### src/sv/mfl_pkg.sv
`timescale 1ns / 1ps
// ----------------------------------------------------------------------------
// mfl_pkg
// Shared types, constants and defaults for the multitap flanger.
// ----------------------------------------------------------------------------
package mfl_pkg;

  localparam int LINE_DEPTH_DEF       = 512;
  localparam int TAP_COUNT_DEF        = 5;
  localparam int TAP_SPACING_DEF      = 10;
  localparam int SINE_TABLE_DEPTH_DEF = 1024;

  localparam int CFG_IDX_W = 3;
  localparam logic [CFG_IDX_W-1:0] REG_BASE_DELAY    = 3'd0;
  localparam logic [CFG_IDX_W-1:0] REG_MOD_DEPTH     = 3'd1;
  localparam logic [CFG_IDX_W-1:0] REG_LFO_PERIOD    = 3'd2;
  localparam logic [CFG_IDX_W-1:0] REG_RAMP_STEP     = 3'd3;
  localparam logic [CFG_IDX_W-1:0] REG_PHASE_STEP    = 3'd4;
  localparam logic [CFG_IDX_W-1:0] REG_LFO_SHAPE     = 3'd5;
  localparam logic [CFG_IDX_W-1:0] REG_FEEDBACK_GAIN = 3'd6;

  localparam logic [1:0] SHAPE_SQUARE   = 2'd0;
  localparam logic [1:0] SHAPE_TRIANGLE = 2'd1;
  localparam logic [1:0] SHAPE_RAMP     = 2'd2;
  localparam logic [1:0] SHAPE_SINE     = 2'd3;

  localparam logic [21:0] BASE_DELAY_RST    = 22'd983040;
  localparam logic [19:0] MOD_DEPTH_RST     = 20'd524288;
  localparam logic [19:0] LFO_PERIOD_RST    = 20'd240000;
  localparam logic [20:0] RAMP_STEP_RST     = 21'd35;
  localparam logic [31:0] PHASE_STEP_RST    = 32'd17895;
  localparam logic signed [15:0] FB_GAIN_RST = -16'sd31130;

  localparam logic [17:0] OUT_GAIN  = 18'd11469;
  localparam logic [30:0] POLY_SEED = 31'd172272;

  typedef enum logic [4:0] {
    ST_CLEAR, ST_IDLE, ST_FBM, ST_FBW, ST_SX, ST_SX2, ST_SPM, ST_SPS, ST_SXT,
    ST_SS, ST_SMD, ST_LFO, ST_RDA, ST_RDB, ST_MULB, ST_ACC, ST_OMUL, ST_OUT
  } state_t;

  typedef enum logic [4:0] {
    OP_NONE, OP_CLEAR, OP_START, OP_FB_MUL, OP_FB_WR, OP_SX, OP_SX2, OP_SPM,
    OP_SPS, OP_SXT, OP_SS, OP_SMD, OP_LFO, OP_RDA, OP_RDB, OP_MULB, OP_ACC,
    OP_OMUL, OP_OUT
  } op_t;

  typedef struct packed {
    op_t op;
  } cmd_t;

  typedef struct packed {
    logic clr_last;
    logic tap_last;
    logic poly_last;
    logic sine;
    logic out_busy;
  } status_t;

  // sine polynomial coefficients, highest order first after the seed
  function automatic logic [30:0] poly_coef(input logic [1:0] j);
    logic [30:0] c;
    case (j)
      2'd0:    c = 31'd5026994;
      2'd1:    c = 31'd85569306;
      2'd2:    c = 31'd693598668;
      default: c = 31'd1686629713;
    endcase
    return c;
  endfunction

endpackage

### src/sv/mfl_ctrl.sv
`timescale 1ns / 1ps
// ----------------------------------------------------------------------------
// mfl_ctrl
// Sequencer: clear sweep, feedback writes, sine polynomial, LFO, tap reads, output.
// ----------------------------------------------------------------------------
module mfl_ctrl (
  input  logic            clk,
  input  logic            rst,
  input  logic            s_tvalid,
  output logic            s_tready,
  input  mfl_pkg::status_t st,
  output mfl_pkg::cmd_t    cmd
);
  import mfl_pkg::*;

  state_t state, state_next;

  always_ff @(posedge clk) begin
    if (rst) state <= ST_CLEAR;
    else     state <= state_next;
  end

  always_comb begin
    state_next = state;
    cmd.op     = OP_NONE;
    s_tready   = 1'b0;
    case (state)
      ST_CLEAR: begin
        cmd.op = OP_CLEAR;
        if (st.clr_last) state_next = ST_IDLE;
      end
      ST_IDLE: begin
        s_tready = 1'b1;
        if (s_tvalid) begin
          cmd.op     = OP_START;
          state_next = ST_FBM;
        end
      end
      ST_FBM: begin
        cmd.op     = OP_FB_MUL;
        state_next = ST_FBW;
      end
      ST_FBW: begin
        cmd.op = OP_FB_WR;
        if (!st.tap_last)  state_next = ST_FBM;
        else if (st.sine)  state_next = ST_SX;
        else               state_next = ST_LFO;
      end
      ST_SX: begin
        cmd.op     = OP_SX;
        state_next = ST_SX2;
      end
      ST_SX2: begin
        cmd.op     = OP_SX2;
        state_next = ST_SPM;
      end
      ST_SPM: begin
        cmd.op     = OP_SPM;
        state_next = ST_SPS;
      end
      ST_SPS: begin
        cmd.op     = OP_SPS;
        state_next = st.poly_last ? ST_SXT : ST_SPM;
      end
      ST_SXT: begin
        cmd.op     = OP_SXT;
        state_next = ST_SS;
      end
      ST_SS: begin
        cmd.op     = OP_SS;
        state_next = ST_SMD;
      end
      ST_SMD: begin
        cmd.op     = OP_SMD;
        state_next = ST_LFO;
      end
      ST_LFO: begin
        cmd.op     = OP_LFO;
        state_next = ST_RDA;
      end
      ST_RDA: begin
        cmd.op     = OP_RDA;
        state_next = ST_RDB;
      end
      ST_RDB: begin
        cmd.op     = OP_RDB;
        state_next = ST_MULB;
      end
      ST_MULB: begin
        cmd.op     = OP_MULB;
        state_next = ST_ACC;
      end
      ST_ACC: begin
        cmd.op     = OP_ACC;
        state_next = st.tap_last ? ST_OMUL : ST_RDA;
      end
      ST_OMUL: begin
        cmd.op     = OP_OMUL;
        state_next = ST_OUT;
      end
      ST_OUT: begin
        if (!st.out_busy) begin
          cmd.op     = OP_OUT;
          state_next = ST_IDLE;
        end
      end
      default: state_next = ST_IDLE;
    endcase
  end

endmodule

### config.mk
export PLATFORM = sky130hd
export DESIGN_NAME = mfl_ctrl
export DESIGN_NICKNAME = d
export VERILOG_FILES = /design/src/sv/mfl_pkg.sv /design/src/sv/mfl_ctrl.sv
export SDC_FILE = /design/constraint.sdc
export NUM_CORES = 1
export LEC_CHECK = 0
export BUFFER_PORTS_ARGS = -buffer_cell sky130_fd_sc_hd__buf_2
export CORE_AREA = 8 8 45 47
export CTS_CLUSTER_DIAMETER = 30
export DETAILED_ROUTE_END_ITERATION = 8
export DIE_AREA = 0 0 53 55
export SETUP_SLACK_MARGIN = 0.4
export SYNTH_ARGS = -nofsm -noshare
export SYNTH_HDL_FRONTEND = slang
export SYNTH_SLANG_ARGS = --single-unit
### constraint.sdc
create_clock -name clk -period 3.9 [get_ports clk]
set_input_delay 0.39 -clock clk [delete_from_list [all_inputs] [get_ports clk]]
set_output_delay 0.39 -clock clk [all_outputs]
set_load 0.02 [all_outputs]
==> metrics.md, run 1 <==
| Metric | Value |
|---|---|
| Crit share post-route | about 49% |
| TNS Setup | 0 ns |
| Syn. warnings | 0 |
| Initial DRC Count | 5 |
| WL/cell | roughly 13 um |
| Routability congestion estimate from global placement | 0.6997 |
| H-tree Lvls | 1 |
| GRT overflow | 0 |
| Post-layout min period | 1.928 ns |
| Worst setup EP type | output port |
| Synth Area in Compound Gates | between 20 and 30% |
| PortBufs | 13 |
| Pre-CTS WS | 2.212 ns |
| Routed WL | 1103 um |
| Post-DP Area | roughly 530 sq um |
| Worst-path clk slew | 0.04 ns |
| Clock buffer depth | 2 |
| Post-Place Cells | 83 |
| Worst-Margin Slew | 0.5687 ns |
| Peak supply drop | 0.1100 mV |
| Max cap viols | 0 |
| Leak Pwr | 0.2010 nW |
| RSZ-0062 raised after global routing | false |
| Initial antenna violation count | 0 |
| CP cell instances | and3_1 > xnor2_1 > nor2_1 > buf_2 |
| Number of global-route vias before repair | 432 |
| DR pass1 iterations | 4 |
| Setup WS post-layout | 1.972 ns |
| Vias/cell | 5.402 |
| Final Hold Viols | 0 |
| Synth Area in XOR/XNOR | 5.330% |
| Simple-gate share of the synthesized area | a little over a third |
| Max FFs per register | 5 |
| Post-route cell area | 560.5 sq um |
| Worst Skew | 0.00005337 ns |
| Fin. max-slew vios | 0 |
| Hold buffer count at cts | 0 |
| Adder-cell share of the synthesized area | 0% |
| Total GRT Usage | 8.188% |
| Register area share after synthesis | 20.30% |
| Clock buffer count from CTS | 3 |
| Core Area | 0.001384 sq mm |
| Slew HR | 62.03% |
| Post-synthesis net count | 68 |
| Critical Path AT | around 1.5 ns |
| IO Count | 14 |
| Mapped Cells | 60 |
| Max incr delay on CP | 0.62 ns |
| Synth Cell Area | 493.0 sq um |
| First-pass GRT wire length | 1890 um |
| Resize count post-CTS | 0 |
| Largest net degree at the start of global routing | 17 |
| CTS tree | yes |
| Hold WC Path Type | primary input to flop |
| Detail Route Antenna Nets | 0 |
| Kind of critical path | flop to output port |
| Req. time, crit path | 3.51 ns |
| Avg Cell Area, Syn | a little over 8 sq um |
| Synth cell types | 36 |
| Final Non-Filler Cells | 87 |
| Max Freq | 518.6 MHz |
| Die area | ~0.003 sq mm |
| Largest family of logic cells by synthesized area | simple AND/OR/NAND/NOR gates |
| FP Rows | 14 |
| Power per cell area | 254.8 mW/mm^2 |
| Mux cell area share after synthesis | approximately 2% |
| Die H | between 50 and 60 um |
| Layout Nets | 80 |
| DRC viols | 0 |
| Register bit total from synthesis | 5 |
| Root Buffer | clkbuf_4 |
| Run status | complete, no violations |
| Initial core utilization | 35.62% |
| Largest regs | state x5 |
| CP max FO | 16 |
| Vias post-DR | 470 |
| Area delta synth->final | 13.71% |
| HPWL Detailed | 823.2 um |
| Antenna cells | 0 |
| Chip width | 53 um |
| Clock sink total | 5 |
| Layout cells sized above 1 | 35.21% |
| Final setup violating endpoints | 0 |
| Postcts setup bufs | 0 |
| Slowest stage cell, crit path | dfxtp_1 |
| Largest Register | state |
| CP startpoint kind | flop |
| Worst-Skew Late Latency | 0.23 ns |
| Layout Utilization | a little over 40% |
==> worst max-delay path: cells and delay by family, from the launching register on <==
kind / cells / cell delay [ns]
DFF: 1 / 0.62
buffers and inverters: 1 / 0.18
xor gates and xnor gates: 1 / 0.13
and+or+nand+nor: 2 / 0.37
==> layout make-up <==
type / count / area, sq um
Clock buffer: 4 / 26.28
Fill cell: 153 / 823.3
Inverter: 1 / 3.754
Multi-Input combinational cell: 48 / 345.3
Sequential cell: 5 / 100.1
Tap cell: 16 / 20.02
Timing Repair Buffer: 13 / 65.06
==> layout by cell type (no fill, tap or decap), drive strengths merged, types with 2 or more instances in the layout <==
cell     n
buf     13
nor2     5
dfxtp    5
nand2    4
a21oi    4
clkbuf   4
xnor2    3
nand3    3
nor3     3
nand2b   2
nor2b    2
a31oi    2
o22ai    2
nor4b    2
==> logic make-up after synthesis <==
| kind of cell | Yosys count |
|---|---|
| and+or+nand+nor | 27 |
| xor gates and xnor gates | 3 |
| AOI/OAI and AO/OA | 17 |
| muxes | 1 |
| buffers and inverters | 7 |
| DFF | 5 |
==> cell usage after synthesis <==
cell type	count	area (sq um)
a21oi_1	3	15.01
a21oi_2	1	8.760
a221oi_2	1	15.01
a31oi_1	2	12.51
a32o_1	1	10.01
and3_1	1	6.260
buf_2	2	10.01
buf_4	3	22.52
buf_6	1	11.26
dfxtp_1	5	100.1
inv_1	1	3.750
mux2i_1	1	10.01
nand2_1	4	15.01
nand2b_1	2	12.51
nand3_1	3	15.01
nand4_1	1	6.260
nor2_1	5	18.77
nor2b_1	2	12.51
nor3_1	1	5.000
nor3_2	2	20.02
nor3b_2	1	12.51
nor4_1	1	6.260
nor4b_1	1	8.760
nor4b_2	1	15.01
o21a_1	1	7.510
o21ai_0	1	5.000
o21bai_1	1	7.510
o221a_2	1	11.26
o22ai_1	1	6.260
o22ai_2	1	12.51
o311ai_0	1	8.760
o31ai_1	1	7.510
o41ai_1	1	8.760
or2b_1	1	7.510
or3_4	1	11.26
xnor2_1	3	26.28
==> worst paths after layout <==
path	from	to	slack, ns	cells past startpoint
worst min register to register	state[4]	state[4]	0.74	2
worst max-delay path	state[0]	cmd[3]	1.97	4
worst max register to register	state[3]	state[0]	2.35	4
worst min-delay path	rst	state[0]	0.37	2
==> through the flow <==
step,power [mW],hold WS [ns]
after floorplan,0.07603,0.4562
after global placement,0.08516,0.6104
after detailed placement,0.08523,0.6155
after CTS,0.1453,0.3617
after global routing,0.1522,0.3616
final,0.1428,0.3692
==> power breakdown <==
part / leakage (nW) / internal (mW) / switching, mW
Clock: 0.0150 / 0.0386 / 0.0200
Sequential: 0.0406 / 0.0527 / 0.00532
Combinational: 0.145 / 0.0123 / 0.0139
Total: 0.201 / 0.104 / 0.0392
==> metal layers <==
layer	up-vias	part of all wire [%]	GRT usage [%]
li1	247	-	-
met1	213	51	10.15
met2	10	46	13.67
met3	0	2.8	1.872
met4	0	0	2.586
met5	-	0	0
Power figures use the tool's default switching activity.
==> inputs of run 2 (changes only) <==
clock period = 1.6 ns   (was 3.9 ns; I/O delays follow)
==> run 2 against run 1 <==
Worst setup slack lost 1.8 ns. Global-route usage up 3.4 points. Sequential power up 130%. Total power increased to 2.7 times the previous value. Cell area increased by 52%. Critical path depth rose by 1. Clock skew is 0.0014 ns higher. Die area did not move. Cell count is 16% higher. Non-clock buffer count rose by 14. Sequential cell count is the same. Hold slack worse by 0.23 ns. Critical path type unchanged. Highest routed layer is now met4.
==> metrics.md, run 2 (synthesized netlist as in run 1, its figures left out) <==
| Metric | Value |
|---|---|
| Clock buffer depth | 2 (unchanged) |
| Initial DRC Count | 14 (+9) |
| Clock sink total | 5 (unchanged) |
| Die H | 55 um (unchanged) |
| Initial core utilization | 35.62% (unchanged) |
| HPWL Detailed | 931.6 um (+13%) |
| Max cap viols | 0 (unchanged) |
| RSZ-0062 raised after global routing | true |
| Final Hold Viols | 0 (unchanged) |
| Run status | complete, no violations |
| Setup WS post-layout | 0.1525 ns (-1.819 ns) |
| Largest net degree at the start of global routing | 15 (-2) |
| Largest regs | state x5 |
| Routability congestion estimate from global placement | 0.7898 (+13%) |
| Worst setup EP type | output port |
| Max FFs per register | 5 (unchanged) |
| DRC viols | 0 (unchanged) |
| IO Count | 14 (unchanged) |
| Leak Pwr | 0.3284 nW (+63%) |
| Max Freq | approximately 700 MHz |
| Vias/cell | 5.505 (+1.9%) |
| Hold_ws | 0.1398 ns (-0.2294 ns) |
| Crit share post-route | 90.47% |
| Pre-CTS WS | 0.1543 ns (-2.057 ns) |
| Power per cell area | 456.5 mW/mm^2 (+79%) |
| CTS tree | yes |
| First-pass GRT wire length | 2484 um (+31%) |
| Hold WC Path Type | primary input to flop |
| Worst Skew | 0.001439 ns (+0.001386 ns) |
| Post-Place Cells | 87 (+4.8%) |
| Most common cell after layout, fill and taps aside | buf_4 |
| Final setup violating endpoints | 0 (unchanged) |
| H-tree Lvls | 1 (unchanged) |
| Core Area | 0.001384 sq mm (unchanged) |
| Layout Nets | 94 (+18%) |
| DR pass1 iterations | 4 (unchanged) |
| Antenna cells | 0 (unchanged) |
| Worst-path clk slew | 0.04 ns (about the same) |
| Kind of critical path | flop to output port |
| Largest Register | state |
| FP Rows | 14 (unchanged) |
| Area delta synth->final | 72.33% |
| TNS Setup | 0 ns (unchanged) |
| Chip width | 53 um (unchanged) |
| Post-layout min period | 1.448 ns |
| Clock buffer count from CTS | 3 (unchanged) |
| Vias post-DR | 556 (+18%) |
| Req. time, crit path | 1.44 ns (-2.07 ns) |
| Layout cells sized above 1 | 72.94% (+38 points) |
| Detail Route Antenna Nets | 0 (unchanged) |
| Fill cell count | 120 (-22%) |
| Leading cell types in the layout, fill and taps excluded | 11 x buf_4, 8 x buf_2, 6 x buf_6, 4 x nor2_1, 4 x dfxtp_4 |
| Worst-Skew Late Latency | 0.24 ns (about the same) |
| Initial antenna violation count | 0 (unchanged) |
| GRT overflow | 0 (unchanged) |
| PortBufs | 13 (unchanged) |
| Number of global-route vias before repair | 544 (+26%) |
| CP startpoint kind | flop |
| Critical Path AT | 1.29 ns (-0.25 ns) |
| Final Non-Filler Cells | 101 (+16%) |
| CP max FO | 6 (-10) |
| Fin. max-slew vios | 0 (unchanged) |
| WL/cell | 15.46 um (+22%) |
| Routed WL | 1561 um (+42%) |
| Root Buffer | clkbuf_4 |
| Hold buffer count at cts | 0 (unchanged) |
| Slew HR | 82.20% (+20 points) |
| Total GRT Usage | 11.60% (+3.4 points) |
| Peak supply drop | 0.2317 mV (+110%) |
| Worst-Margin Slew | 0.2641 ns (-0.3046 ns) |
| Die area | 0.002915 sq mm (unchanged) |
## run 2: cell count changes in the layout (fill, tap and decap cells not counted), sizes merged
cell and delta:
buf +14
## run 2: stage by stage
stage | utilization (%) | total power [mW] | instance area (sq um)
finish | 61.39 | 0.3878 | 849.6
detailed placement | 41.95 | 0.2161 | 580.6
global route | 61.39 | 0.4071 | 849.6
global placement | 41.95 | 0.2158 | 580.6
floorplan | - | 0.1886 | 509.2
CTS | 55.70 | 0.3750 | 770.7
## run 2: critical path, stage by stage (launching register included)
cell and delay (ns):
dfxtp_4 0.37, buf_12 0.13, and3_4 0.19, xnor2_2 0.13, nor2_2 0.08, buf_4 0.14
## run 2: cell type report
cell class	count	area (sq um)	area share, %
Sequential cell	5	116.4	13.70
Timing Repair Buffer	27	225.2	26.51
Tap cell	16	20.02	2.356
Inverter	1	3.754	0.4418
Multi-Input combinational cell	48	457.9	53.90
Clock buffer	4	26.28	3.093
## run 2: final timing paths
kind,depth (start not counted),endpoint,start,slack (ns)
worst min register to register,2,state[0],state[0],0.61
worst min-delay path,2,state[0],rst,0.14
worst max-delay path,5,cmd[3],state[2],0.15
worst max register to register,4,state[0],state[2],0.18
## run 2: power breakdown
part / total [mW] / leakage, nW / internal (mW) / switching [mW]
Combinational: 0.110 / 0.269 / 0.0527 / 0.0568
Clock: 0.146 / 0.0150 / 0.0943 / 0.0520
Sequential: 0.132 / 0.0441 / 0.124 / 0.00766
## run 2: per-layer routing
metal / vias to the layer above / GRT usage (%) / routed length (um)
met5: - / 0 / 0
met4: 0 / 9.052 / 19
met3: 2 / 2.941 / 44
met2: 13 / 18.36 / 831
met1: 264 / 13.11 / 666
li1: 277 / - / -
## run 2: timing repair
item / CTS / global route
endpoints found under the setup margin: 11 / 10
hold endpoints to repair: 0 / 0
setup buffers: 9 / 1
resized for setup: 26 / 15
pin swaps: 5 / 5
